## src/sv/bdq_pkg.sv

```systemverilog
// Shared types and constants for the bounded double-ended queue.
// Depends on nothing; every other file imports it.
package bdq_pkg;

	localparam int VALUE_W  = 32;
	localparam int ACTION_W = 3;
	localparam int STATUS_W = 2;

	typedef enum logic [ACTION_W-1:0] {
		ACT_PUSH_FRONT = 3'd0,
		ACT_PUSH_BACK  = 3'd1,
		ACT_POP_FRONT  = 3'd2,
		ACT_POP_BACK   = 3'd3,
		ACT_LIST       = 3'd4
	} action_t;

	typedef enum logic [STATUS_W-1:0] {
		STS_DONE   = 2'd0,
		STS_FULL   = 2'd1,
		STS_EMPTY  = 2'd2,
		STS_LISTED = 2'd3
	} status_t;

	typedef enum logic [1:0] {
		S_IDLE,
		S_POP_WAIT,
		S_LIST
	} ctrl_state_t;

	// controller -> datapath
	typedef struct packed {
		logic    push_front;
		logic    push_back;
		logic    pop_front;
		logic    pop_back;
		logic    list_start;
		logic    list_next;
		logic    out_load;
		logic    out_from_mem;
		status_t out_status;
		logic    out_last;
	} dp_cmd_t;

	// datapath -> controller
	typedef struct packed {
		logic empty;
		logic full;
		logic list_last;
		logic slot_free;
	} dp_sts_t;

endpackage

```

## src/sv/bdq_if.sv

```systemverilog
// Valid/ready channel interfaces for requests and results.
// Depends on bdq_pkg for field widths.
interface bdq_req_if import bdq_pkg::*; ();
	logic                       valid;
	logic                       ready;
	logic [ACTION_W-1:0]        action;
	logic signed [VALUE_W-1:0]  item_value;

	modport source (output valid, output action, output item_value, input ready);
	modport sink   (input valid, input action, input item_value, output ready);
endinterface

interface bdq_rsp_if import bdq_pkg::*; ();
	logic                       valid;
	logic                       ready;
	logic signed [VALUE_W-1:0]  out_value;
	logic [STATUS_W-1:0]        status;
	logic                       last;

	modport source (output valid, output out_value, output status, output last, input ready);
	modport sink   (input valid, input out_value, input status, input last, output ready);
endinterface

```

## src/sv/bdq_ctrl.sv

```systemverilog
// Controller state machine: decodes requests and sequences pops and listing.
// Depends on bdq_pkg; drives the datapath through dp_cmd_t.
module bdq_ctrl import bdq_pkg::*; (
	input  logic                clk,
	input  logic                arst_n,
	input  logic                in_valid,
	input  logic [ACTION_W-1:0] action,
	input  dp_sts_t             sts,
	output logic                in_ready,
	output dp_cmd_t             cmd
);

	ctrl_state_t state_q, state_nx;
	logic        accept;

	assign in_ready = (state_q == S_IDLE) && sts.slot_free;
	assign accept   = in_valid && in_ready;

	always_ff @(posedge clk or negedge arst_n) begin
		if (!arst_n) begin
			state_q <= S_IDLE;
		end else begin
			state_q <= state_nx;
		end
	end

	always_comb begin
		state_nx = state_q;
		case (state_q)
			S_IDLE: begin
				if (accept) begin
					case (action)
						ACT_POP_FRONT, ACT_POP_BACK: begin
							if (!sts.empty) state_nx = S_POP_WAIT;
						end
						ACT_LIST: begin
							if (!sts.empty) state_nx = S_LIST;
						end
						default: state_nx = S_IDLE;
					endcase
				end
			end
			S_POP_WAIT: begin
				if (sts.slot_free) state_nx = S_IDLE;
			end
			S_LIST: begin
				if (sts.slot_free && sts.list_last) state_nx = S_IDLE;
			end
			default: state_nx = S_IDLE;
		endcase
	end

	always_comb begin
		cmd = '0;
		cmd.out_status = STS_DONE;
		case (state_q)
			S_IDLE: begin
				if (accept) begin
					case (action)
						ACT_PUSH_FRONT, ACT_PUSH_BACK: begin
							cmd.out_load   = 1'b1;
							cmd.out_last   = 1'b1;
							cmd.out_status = sts.full ? STS_FULL : STS_DONE;
							cmd.push_front = !sts.full && (action == ACT_PUSH_FRONT);
							cmd.push_back  = !sts.full && (action == ACT_PUSH_BACK);
						end
						ACT_POP_FRONT, ACT_POP_BACK: begin
							if (sts.empty) begin
								cmd.out_load   = 1'b1;
								cmd.out_last   = 1'b1;
								cmd.out_status = STS_EMPTY;
							end else begin
								cmd.pop_front = (action == ACT_POP_FRONT);
								cmd.pop_back  = (action == ACT_POP_BACK);
							end
						end
						ACT_LIST: begin
							if (sts.empty) begin
								cmd.out_load   = 1'b1;
								cmd.out_last   = 1'b1;
								cmd.out_status = STS_EMPTY;
							end else begin
								cmd.list_start = 1'b1;
							end
						end
						default: ; // unused codes: dropped
					endcase
				end
			end
			S_POP_WAIT: begin
				if (sts.slot_free) begin
					cmd.out_load     = 1'b1;
					cmd.out_from_mem = 1'b1;
					cmd.out_last     = 1'b1;
					cmd.out_status   = STS_DONE;
				end
			end
			S_LIST: begin
				if (sts.slot_free) begin
					cmd.out_load     = 1'b1;
					cmd.out_from_mem = 1'b1;
					cmd.out_last     = sts.list_last;
					cmd.out_status   = STS_LISTED;
					cmd.list_next    = !sts.list_last;
				end
			end
			default: ;
		endcase
	end

endmodule

```

## src/sv/bdq_dp.sv

```systemverilog
// Datapath: ring store, front pointer, count, list walker and result register.
// Depends on bdq_pkg; commanded by bdq_ctrl.
module bdq_dp import bdq_pkg::*; #(
	parameter int DEPTH = 16
) (
	input  logic                       clk,
	input  logic                       arst_n,
	input  dp_cmd_t                    cmd,
	input  logic signed [VALUE_W-1:0]  item_value,
	input  logic                       out_ready,
	output dp_sts_t                    sts,
	output logic                       out_valid,
	output logic signed [VALUE_W-1:0]  out_value,
	output logic [STATUS_W-1:0]        out_status,
	output logic                       out_last
);

	localparam int PW = $clog2(DEPTH);
	localparam int CW = $clog2(DEPTH + 1);

	logic [VALUE_W-1:0] mem_q [DEPTH];
	logic [VALUE_W-1:0] rd_data_q;
	logic [PW-1:0]      front_q;
	logic [CW-1:0]      count_q;
	logic [PW-1:0]      lp_q;
	logic [CW-1:0]      rem_q;
	logic               out_valid_q;
	logic [VALUE_W-1:0] out_value_q;
	logic [STATUS_W-1:0] out_status_q;
	logic               out_last_q;

	logic               wr_en, rd_en;
	logic [PW-1:0]      wr_addr, rd_addr;

	function automatic logic [PW-1:0] ptr_inc(input logic [PW-1:0] p);
		return (p == PW'(DEPTH - 1)) ? '0 : p + 1'b1;
	endfunction

	function automatic logic [PW-1:0] ptr_dec(input logic [PW-1:0] p);
		return (p == '0) ? PW'(DEPTH - 1) : p - 1'b1;
	endfunction

	function automatic logic [PW-1:0] ptr_add(input logic [PW-1:0] a, input logic [PW-1:0] b);
		logic [PW:0] s;
		s = {1'b0, a} + {1'b0, b};
		if (s >= (PW+1)'(DEPTH)) s = s - (PW+1)'(DEPTH);
		return s[PW-1:0];
	endfunction

	assign sts.empty     = (count_q == '0);
	assign sts.full      = (count_q == CW'(DEPTH));
	assign sts.list_last = (rem_q == '0);
	assign sts.slot_free = !out_valid_q || out_ready;

	assign wr_en   = cmd.push_front || cmd.push_back;
	assign wr_addr = cmd.push_front ? ptr_dec(front_q) : ptr_add(front_q, count_q[PW-1:0]);

	assign rd_en = cmd.pop_front || cmd.pop_back || cmd.list_start || cmd.list_next;

	always_comb begin
		rd_addr = front_q;
		if (cmd.pop_back)  rd_addr = ptr_add(front_q, PW'(count_q - 1'b1));
		if (cmd.list_next) rd_addr = ptr_inc(lp_q);
	end

	always_ff @(posedge clk) begin
		if (wr_en) mem_q[wr_addr] <= item_value;
		if (rd_en) rd_data_q <= mem_q[rd_addr];
	end

	always_ff @(posedge clk or negedge arst_n) begin
		if (!arst_n) begin
			front_q <= '0;
			count_q <= '0;
		end else begin
			if (cmd.push_front) begin
				front_q <= ptr_dec(front_q);
				count_q <= count_q + 1'b1;
			end
			if (cmd.push_back) count_q <= count_q + 1'b1;
			if (cmd.pop_front) begin
				front_q <= ptr_inc(front_q);
				count_q <= count_q - 1'b1;
			end
			if (cmd.pop_back) count_q <= count_q - 1'b1;
		end
	end

	always_ff @(posedge clk) begin
		if (cmd.list_start) begin
			lp_q  <= rd_addr;
			rem_q <= count_q - 1'b1;
		end else if (cmd.list_next) begin
			lp_q  <= rd_addr;
			rem_q <= rem_q - 1'b1;
		end
	end

	always_ff @(posedge clk or negedge arst_n) begin
		if (!arst_n) begin
			out_valid_q <= 1'b0;
		end else if (cmd.out_load) begin
			out_valid_q <= 1'b1;
		end else if (out_ready) begin
			out_valid_q <= 1'b0;
		end
	end

	always_ff @(posedge clk) begin
		if (cmd.out_load) begin
			out_value_q  <= cmd.out_from_mem ? rd_data_q : '0;
			out_status_q <= cmd.out_status;
			out_last_q   <= cmd.out_last;
		end
	end

	assign out_valid  = out_valid_q;
	assign out_value  = out_value_q;
	assign out_status = out_status_q;
	assign out_last   = out_last_q;

	a_count_bound: assert property (@(posedge clk) disable iff (!arst_n)
		count_q <= CW'(DEPTH))
		else $error("entry count above depth");

	a_no_push_full: assert property (@(posedge clk) disable iff (!arst_n)
		(cmd.push_front || cmd.push_back) |-> !sts.full)
		else $error("push issued on full store");

	a_no_read_empty: assert property (@(posedge clk) disable iff (!arst_n)
		(cmd.pop_front || cmd.pop_back || cmd.list_start) |-> !sts.empty)
		else $error("read issued on empty store");

	a_load_free: assert property (@(posedge clk) disable iff (!arst_n)
		cmd.out_load |-> sts.slot_free)
		else $error("result register overwritten");

	a_push_count: assert property (@(posedge clk) disable iff (!arst_n)
		(cmd.push_front || cmd.push_back) |=> count_q == $past(count_q) + 1'b1)
		else $error("push did not grow count");

endmodule

```

## src/sv/bounded_double_ended_queue.sv

```systemverilog
// Top level of the bounded double-ended queue: controller plus datapath.
// Depends on bdq_pkg, bdq_req_if/bdq_rsp_if, bdq_ctrl and bdq_dp.
//
//   channel  dir  handshake    payload
//   req      in   valid/ready  action, item_value
//   rsp      out  valid/ready  out_value, status, last
//
// Push, and any request on a full/empty store: result registered in the cycle after accept.
// Pop: registered read of the ring store, then loaded into the result register once it is free.
// List of N entries: first entry read and loaded the same way, then one per cycle while rsp is not stalled.
// Next request accepted once the sequence is done and the result register is free.
// arst_n clears pointer, count and the state machine; the store needs no clearing.
// rsp stalls hold the result register; the list walk pauses with it.
module bounded_double_ended_queue import bdq_pkg::*; #(
	parameter int DEPTH = 16
) (
	input  logic       clk,
	input  logic       arst_n,
	bdq_req_if.sink    req,
	bdq_rsp_if.source  rsp
);

	dp_cmd_t cmd;
	dp_sts_t sts;

	bdq_ctrl u_ctrl (
		.clk      (clk),
		.arst_n   (arst_n),
		.in_valid (req.valid),
		.action   (req.action),
		.sts      (sts),
		.in_ready (req.ready),
		.cmd      (cmd)
	);

	bdq_dp #(.DEPTH(DEPTH)) u_dp (
		.clk        (clk),
		.arst_n     (arst_n),
		.cmd        (cmd),
		.item_value (req.item_value),
		.out_ready  (rsp.ready),
		.sts        (sts),
		.out_valid  (rsp.valid),
		.out_value  (rsp.out_value),
		.out_status (rsp.status),
		.out_last   (rsp.last)
	);

endmodule

```

## src/flat_wrapper.sv

```systemverilog
// flat-port wrapper written by rule: the top's interface ports become plain ports
module bounded_double_ended_queue_flat import bdq_pkg::*;
#(
	parameter int DEPTH = 16
)
  (clk, arst_n, req_valid, req_action, req_item_value, req_ready, rsp_valid, rsp_out_value, rsp_status, rsp_last, rsp_ready);
  bdq_req_if req_i ();
  bdq_rsp_if rsp_i ();
  input  logic clk;
  input  logic arst_n;
  input wire logic [$bits(req_i.valid)-1:0] req_valid;
  input wire logic [$bits(req_i.action)-1:0] req_action;
  input wire logic [$bits(req_i.item_value)-1:0] req_item_value;
  output wire logic [$bits(req_i.ready)-1:0] req_ready;
  output wire logic [$bits(rsp_i.valid)-1:0] rsp_valid;
  output wire logic [$bits(rsp_i.out_value)-1:0] rsp_out_value;
  output wire logic [$bits(rsp_i.status)-1:0] rsp_status;
  output wire logic [$bits(rsp_i.last)-1:0] rsp_last;
  input wire logic [$bits(rsp_i.ready)-1:0] rsp_ready;
  assign req_i.valid = req_valid;
  assign req_i.action = req_action;
  assign req_i.item_value = req_item_value;
  assign req_ready = req_i.ready;
  assign rsp_valid = rsp_i.valid;
  assign rsp_out_value = rsp_i.out_value;
  assign rsp_status = rsp_i.status;
  assign rsp_last = rsp_i.last;
  assign rsp_i.ready = rsp_ready;
  bounded_double_ended_queue #(.DEPTH(DEPTH)) u_core (.clk(clk), .arst_n(arst_n), .req(req_i), .rsp(rsp_i));
endmodule
```

## config.mk

```make
export PLATFORM = sky130hd
export DESIGN_NAME = bounded_double_ended_queue_flat
export DESIGN_NICKNAME = d
export VERILOG_FILES = /design/src/sv/bdq_pkg.sv /design/src/sv/bdq_if.sv /design/src/sv/bdq_ctrl.sv /design/src/sv/bdq_dp.sv /design/src/sv/bounded_double_ended_queue.sv /design/src/flat_wrapper.sv
export SDC_FILE = /design/constraint.sdc
export NUM_CORES = 1
export LEC_CHECK = 0
export ABC_AREA = 1
export BUFFER_PORTS_ARGS = -buffer_cell sky130_fd_sc_hd__buf_2
export CAP_MARGIN = 20
export CORE_ASPECT_RATIO = 0.9
export CORE_MARGIN = 2
export CORE_UTILIZATION = 58
export DETAILED_ROUTE_END_ITERATION = 7
export PLACE_DENSITY = 0.75
export SLEW_MARGIN = 20
export SYNTH_ARGS = -nofsm -noshare
export SYNTH_HDL_FRONTEND = slang
export SYNTH_SLANG_ARGS = --single-unit
```

## constraint.sdc

```tcl
create_clock -name clk -period 7.28 [get_ports clk]
set_input_delay 1.092 -clock clk [delete_from_list [all_inputs] [get_ports clk]]
set_output_delay 1.092 -clock clk [all_outputs]
set_load 0.05 [all_outputs]
```

==> impl_metrics.ini, run 1 <==
[status]
status = complete, no violations

[clock_network]
cts_max_path_buffers = 3
cts_tree = yes
post_cts_resized = 0
postCtsHoldBufs = 0
numCtsBuffers = 58
clock_latency_ps = 630
h-tree-depth = 2
clkSinkCount = 600
path_clk_slew_ps = 60
cts_setup_buffers = 0
cts-root-buf = clkbuf_16

[timing]
hold_violations = 0
relSlewSlack = 0.256
fin_setup_tns_ps = 0
fmax_mhz = 234
finalClockSkew_ps = 20.6
maxSlewViolCount = 0
setup_ws_ps = 3010
min_period_ps = 4270
min_period_over_period = 0.586
worstMarginPinSlew_ps = 1120
setup_violations = 0
rsz0062_at_grt = no

[global_routing]
grt_pass1_vias = 17900
grt_start_max_net_pins = 104
grt_overflow = 0
gr-usage-all-layers = 0.275
antenna_found_initial = 2
grt_pass1_wl_mm = 101

[critical_path]
required_ps = 7660
crit_fanout = 37
start_kind = flop
arrival_ps = 4650
worstSetupPathType = flop to flop
setup.worst_path.end_class = flop

[synthesis]
synth_seq_cells = 600
syn_inst = 2498
syn_avg_cell_area_um2 = 10.7
yosys_warnings = 0
synth_nets = 2558
synth_edf_count = 588
ys_types = 39
synthAdderAreaFrac = 0.0103
synth_compound_area_frac = 0.00956
synth_area_um2 = 26800
synthMuxAreaShare = 0
yosys.area_share.simple = 0.204
ys_seq_area_frac = 0.669
synthFlopType = edfxtp_1
async_flop_share = 0.0200
synth-xor-area-share = 0.00490
synth_top_family_by_area = simple AND/OR/NAND/NOR gates

[cells_and_area]
multi_input_area_um2 = 6310
drive_above_1_share = 0.0891
syn2layout_area_growth_pct = 9.59
fillers = 3435
final_nets = 2595
regArea_um2 = 18000
finalInstanceArea_um2 = 29400

[route]
dr.first_iter.drc_count = 2513
via_per_inst = 5.75
num_vias = 18300
wl_per_cell_um = 20.4
dr.pass1.iters = 8
drc = 0
drt-total-wl_mm = 65.1
final_antenna_net_count = 0

[power_and_ir_drop]
p_per_area_nw_per_um2 = 430
p_leak_nw = 12.4
peakVddDrop_uv = 314

[run]
cap_violations = 0

[placement]
port_buffers = 75
placed_cell_area_um2 = 27700
place_ws_ps = 2790
dp_hpwl_mm = 33.6
globalplace.congestion = 0.810

[floorplanning]
start_util = 0.589
boundaryPins = 76
design.core.area_um2 = 45600
floorplan.rows = 74
die_area_um2 = 48000
fp.dieH_um = 208
die_w_um = 231

[min_path]
hold_class = primary input to asynchronous set/reset pin
## cell type report
cell class              count  area share
multi-input cells        1236       0.215
clock buffers              76      0.0524
repair buffers            109      0.0219
clock inverters            29     0.00693
well taps                 608      0.0259
diodes                      1   0.0000851
inverters                 530      0.0677
flip-flops and latches    600       0.611
## layer usage
metal / routed length [um] / global-route usage / vias to the layer above
met5: 0 / 0 / -
met4: 2160 / 0.107 / 0
met1: 25900 / 0.380 / 8764
li1: - / - / 8356
met2: 30500 / 0.441 / 1046
met3: 6500 / 0.0448 / 170
## critical path, cell delays in order (launching register included)
cell and delay [ps]:
dfrtp_1 430, inv_1 180, ha_1 210, xor2_1 300
ha_1 320, xnor2_1 160, nand2_1 70, nand3_1 150
o31ai_4 100, buf_4 290, inv_2 810, buf_4 580
nand3_1 140, nand3_1 140, nand2_1 80
## where the power goes
group          total (mW)  leakage (nW)  internal, mW  switching, mW
combinational        5.37          6.07          1.42           3.96
sequential           4.47          5.47          4.33          0.142
clock                2.81         0.844          1.55           1.26
total                12.7          12.4          7.29           5.36
## metrics by stage
stage | power [mW] | hold slack [ps] | std cells | util
3_5_place_dp | 9.85 | 532 | 3083 | 0.607
6_report | 12.7 | 362 | 3189 | 0.646
2_1_floorplan | 8.43 | 502 | 2498 | -
5_1_grt | 13.4 | 372 | 3188 | 0.646
4_1_cts | 12.7 | 345 | 3188 | 0.646
3_3_place_gp | 9.68 | 529 | 3083 | 0.607
## synthesized netlist by cell type, types with 7 or more instances
| library cell | number | area (um^2) |
|---|---|---|
| a21oi_1 | 8 | 40.0 |
| buf_2 | 90 | 450 |
| buf_4 | 17 | 128 |
| buf_6 | 10 | 113 |
| clkbuf_1 | 14 | 52.6 |
| dfrtp_1 | 12 | 300 |
| edfxtp_1 | 588 | 17700 |
| ha_1 | 19 | 238 |
| inv_1 | 522 | 1960 |
| inv_2 | 7 | 26.3 |
| nand2_1 | 384 | 1440 |
| nand3_1 | 627 | 3140 |
| nand3b_1 | 64 | 480 |
| nor2_1 | 63 | 236 |
| o21ai_0 | 11 | 55.1 |
| xor2_1 | 9 | 78.8 |
## worst paths after layout
check,to,from,depth (start not counted),slack (ps)
max,u_core.u_dp.rd_data_q[5]$_DFFE_PP_,u_core.u_dp.count_q[0]$_DFFE_PN0P_,14,3010
min,u_core.u_dp.count_q[3]$_DFFE_PN0P_,arst_n,1,360
max reg2reg,u_core.u_dp.rd_data_q[5]$_DFFE_PP_,u_core.u_dp.count_q[0]$_DFFE_PN0P_,14,3010
min reg2reg,u_core.u_dp.out_value[6]$_SDFFCE_PN0P_,u_core.u_dp.rd_data_q[6]$_DFFE_PP_,2,550
max in group asynchronous,u_core.u_dp.out_valid$_DFFE_PN0P_,arst_n,1,6670
min in group clk,u_core.u_dp.out_value[6]$_SDFFCE_PN0P_,u_core.u_dp.rd_data_q[6]$_DFFE_PP_,2,550
## cell families after synthesis
logic type	after synthesis
buffers and inverters	662
DFF	600
xor gates and xnor gates	15
adders and majority gates	21
AOI/OAI and AO/OA	39
and+or+nand+nor	1161
## flip-flops by register name, indices dropped and copies added, names as in the netlist, 4 cells and up
signal,flops
u_core.u_dp.mem_q,512
u_core.u_dp.rem_q,5
u_core.u_dp.out_value,32
u_core.u_dp.lp_q,4
u_core.u_dp.rd_data_q,32
u_core.u_dp.count_q,5
u_core.u_dp.front_q,4
## placed cells by master (no fill, tap or decap), drive strengths merged, types with 2 or more instances in the layout
cell type,n
edfxtp,588
o22ai,2
fa,2
dfrtp,12
buf,109
nor2,68
ha,19
bufinv,2
inv,529
o31ai,4
o211ai,6
o21ai,14
nand3,630
nand2,392
nand4,2
clkinv,26
clkbuf,76
nor3,3
clkinvlp,2
xnor2,6
nand3b,64
xor2,9
a21oi,8
(Power assumes the default switching activity.)
==> run 2: changes to the inputs <==
--- a/config.mk
+++ b/config.mk
@@ -10,9 +10,9 @@
 export CAP_MARGIN = 20
 export CORE_ASPECT_RATIO = 0.9
 export CORE_MARGIN = 2
-export CORE_UTILIZATION = 58
+export CORE_UTILIZATION = 56
 export DETAILED_ROUTE_END_ITERATION = 7
-export PLACE_DENSITY = 0.75
+export PLACE_DENSITY = 0.76
 export SLEW_MARGIN = 20
 export SYNTH_ARGS = -nofsm -noshare
 export SYNTH_HDL_FRONTEND = slang
==> constraint.sdc (replaced) <==
create_clock -name clk -period 3.77 [get_ports clk]
set_input_delay 0.5655 -clock clk [delete_from_list [all_inputs] [get_ports clk]]
set_output_delay 0.5655 -clock clk [all_outputs]
set_load 0.05 [all_outputs]
==> run 2 against run 1 <==
Effect of this change: die area is 3.5% higher; the run now ends with design-rule violations left; clock skew is 1.7 ps higher; final cell count up 1.3%; utilization shrank 1.3 points; clock power up 110%.
==> impl_metrics.ini, run 2 (synthesis results as in run 1) <==
[status]
status = complete, but fails checks
violations = design-rule violations

[clock_network]
h-tree-depth = 2
clock_latency_ps = 630
clkSinkCount = 600
cts_max_path_buffers = 3
cts_tree = yes
numCtsBuffers = 58
cts_setup_buffers = 0
path_clk_slew_ps = 70
post_cts_resized = 0
postCtsHoldBufs = 1
cts-root-buf = clkbuf_16

[power_and_ir_drop]
pwr-share-clk = 0.233
seq_power_share = 0.336
p_int_mw = 15.0
peakVddDrop_uv = 709
p_leak_nw = 12.7
comb_power_share = 0.431
swShare = 0.419
switchingPower_mw = 10.8
p_per_area_nw_per_um2 = 856

[cells_and_area]
fin_util = 0.632
drive_above_1_share = 0.103
diodes = 0
layout_common_cells = nand3_1, edfxtp_1, inv_1
regMostFlops = u_core.u_dp.mem_q
final_nets = 2622
mostFrequentLayoutCell = nand3_1
syn2layout_area_growth_pct = 12.2
fillers = 3557
largest_reg_flops = 512

[global_routing]
antenna_found_initial = 1
grt_overflow = 0
grt_pass1_vias = 18500
grt_start_max_net_pins = 142
gr-usage-all-layers = 0.273
grt_pass1_wl_mm = 105

[floorplanning]
start_util = 0.563
die_area_um2 = 49700
die_w_um = 235
design.core.area_um2 = 47600
floorplan.rows = 76
boundaryPins = 76
fp.dieH_um = 212

[timing]
hold_violations = 0
rsz0062_at_grt = no
setup_violations = 0
min_period_ps = 3150
relSlewSlack = 0.333
min_period_over_period = 0.836
fmax_mhz = 317
maxSlewViolCount = 0
worstMarginPinSlew_ps = 991
finalClockSkew_ps = 22.3
fin_setup_tns_ps = 0

[critical_path]
arrival_ps = 3540
rr_endpoint = u_core.u_dp.rd_data_q[27]$_DFFE_PP_
slowest_delay_ps = 430
timing.rr.start = u_core.u_dp.count_q[0]$_DFFE_PN0P_
required_ps = 4150
worstSetupPathType = flop to flop
reg2reg_depth = 14
setup.worst_path.end_class = flop
critPathTopFamily = buffers and inverters
crit_chain = inv_1, ha_1, xor2_1, ha_1, xnor2_1, nand2_1, nand3_1, o31ai_4, buf_6, inv_2, buf_4, nand3_1, nand3_1, nand2_1
start_kind = flop
crit_fanout = 20
r2r_setup_slack_ps = 620
crit_path_top_delay_cell = dfrtp_1
crit_start = u_core.u_dp.count_q[0]$_DFFE_PN0P_
critPathMostFrequentCell = nand3_1
critical_path_buf_inv_count = 4

[route]
via_per_inst = 5.76
drc = 1
wl_per_cell_um = 21.0
dr.pass1.iters = 8
final_antenna_net_count = 0
drt-total-wl_mm = 67.7
num_vias = 18600
dr.first_iter.drc_count = 2353

[placement]
dp_hpwl_mm = 37.7
globalplace.congestion = 0.859
port_buffers = 75

[min_path]
hp-start = rsp_ready
hold_class = primary input to flop
holdPathStages = 4
hold_path_end = u_core.u_dp.out_valid$_DFFE_PN0P_

[run]
cap_violations = 0
## run 2: cell count changes in the layout (fill, tap and decap cells not counted), sizes merged
cell	delta
diode	-1
buf	+26
inv	+1
dlygate4sd3	+1
clkbuf	-4
clkinv	-3
bufinv	+7
## run 2: final cells by class
| type | count | area [um^2] | area share |
|---|---|---|---|
| inverter | 530 | 1990 | 0.0661 |
| clock buffer | 72 | 1520 | 0.0506 |
| timing repair buffer | 136 | 1130 | 0.0374 |
| multi-input combinational | 1236 | 6310 | 0.210 |
| clock inverter | 34 | 428 | 0.0142 |
| tap | 624 | 781 | 0.0259 |
| sequential | 600 | 18000 | 0.596 |
## run 2: worst max-delay path by stage
stage,endpoint,slack [ps],cells after the start
2_1_floorplan,u_core.u_dp.mem_q[11][0]$_DFFE_PP_,130,11
3_3_place_gp,u_core.u_dp.rd_data_q[29]$_DFFE_PP_,660,9
3_5_place_dp,u_core.u_dp.mem_q[13][30]$_DFFE_PP_,670,14
4_1_cts,u_core.u_dp.rd_data_q[27]$_DFFE_PP_,640,14
5_1_grt,u_core.u_dp.mem_q[3][15]$_DFFE_PP_,410,13
6_report,u_core.u_dp.rd_data_q[27]$_DFFE_PP_,620,14
## run 2: power by group through the flow
| stage | Sequential [mW] | Combinational [mW] | Clock [mW] |
|---|---|---|---|
| after floorplan | 9.27 | 7.00 | 0 |
| after global placement | 8.78 | 10.6 | 0 |
| after detailed placement | 8.80 | 10.9 | 0 |
| after CTS | 8.66 | 11.0 | 6.05 |
| after global routing | 8.71 | 12.0 | 6.28 |
| final | 8.66 | 11.1 | 6.01 |
## run 2: stage by stage
step                std cells  hold WS (ps)  power [mW]  cell area (um^2)  worst slack (ps)
global placement         3124           470        19.4             28100               660
CTS                      3232           234        25.7             30100               643
global route             3232           275        27.0             30100               414
detailed placement       3125           477        19.7             28200               670
floorplan                2498           270        16.3             26800               127
finish                   3232           249        25.8             30100               617
## run 2: tightest hold or removal path: cells and delay by family
kind                   cells  cell delay (ps)
buffers and inverters      2              110
AND/OR/NAND/NOR            2              130
## run 2: per-layer routing
| layer | global-route usage | up-vias | wire length (um) | part of all wire |
|---|---|---|---|---|
| li1 | - | 8410 | - | - |
| met4 | 0.121 | 2 | 2790 | 0.041 |
| met1 | 0.358 | 8875 | 25900 | 0.38 |
| met5 | 0 | - | 13 | 0.00019 |
| met2 | 0.447 | 1125 | 32100 | 0.47 |
| met3 | 0.0541 | 214 | 6930 | 0.10 |
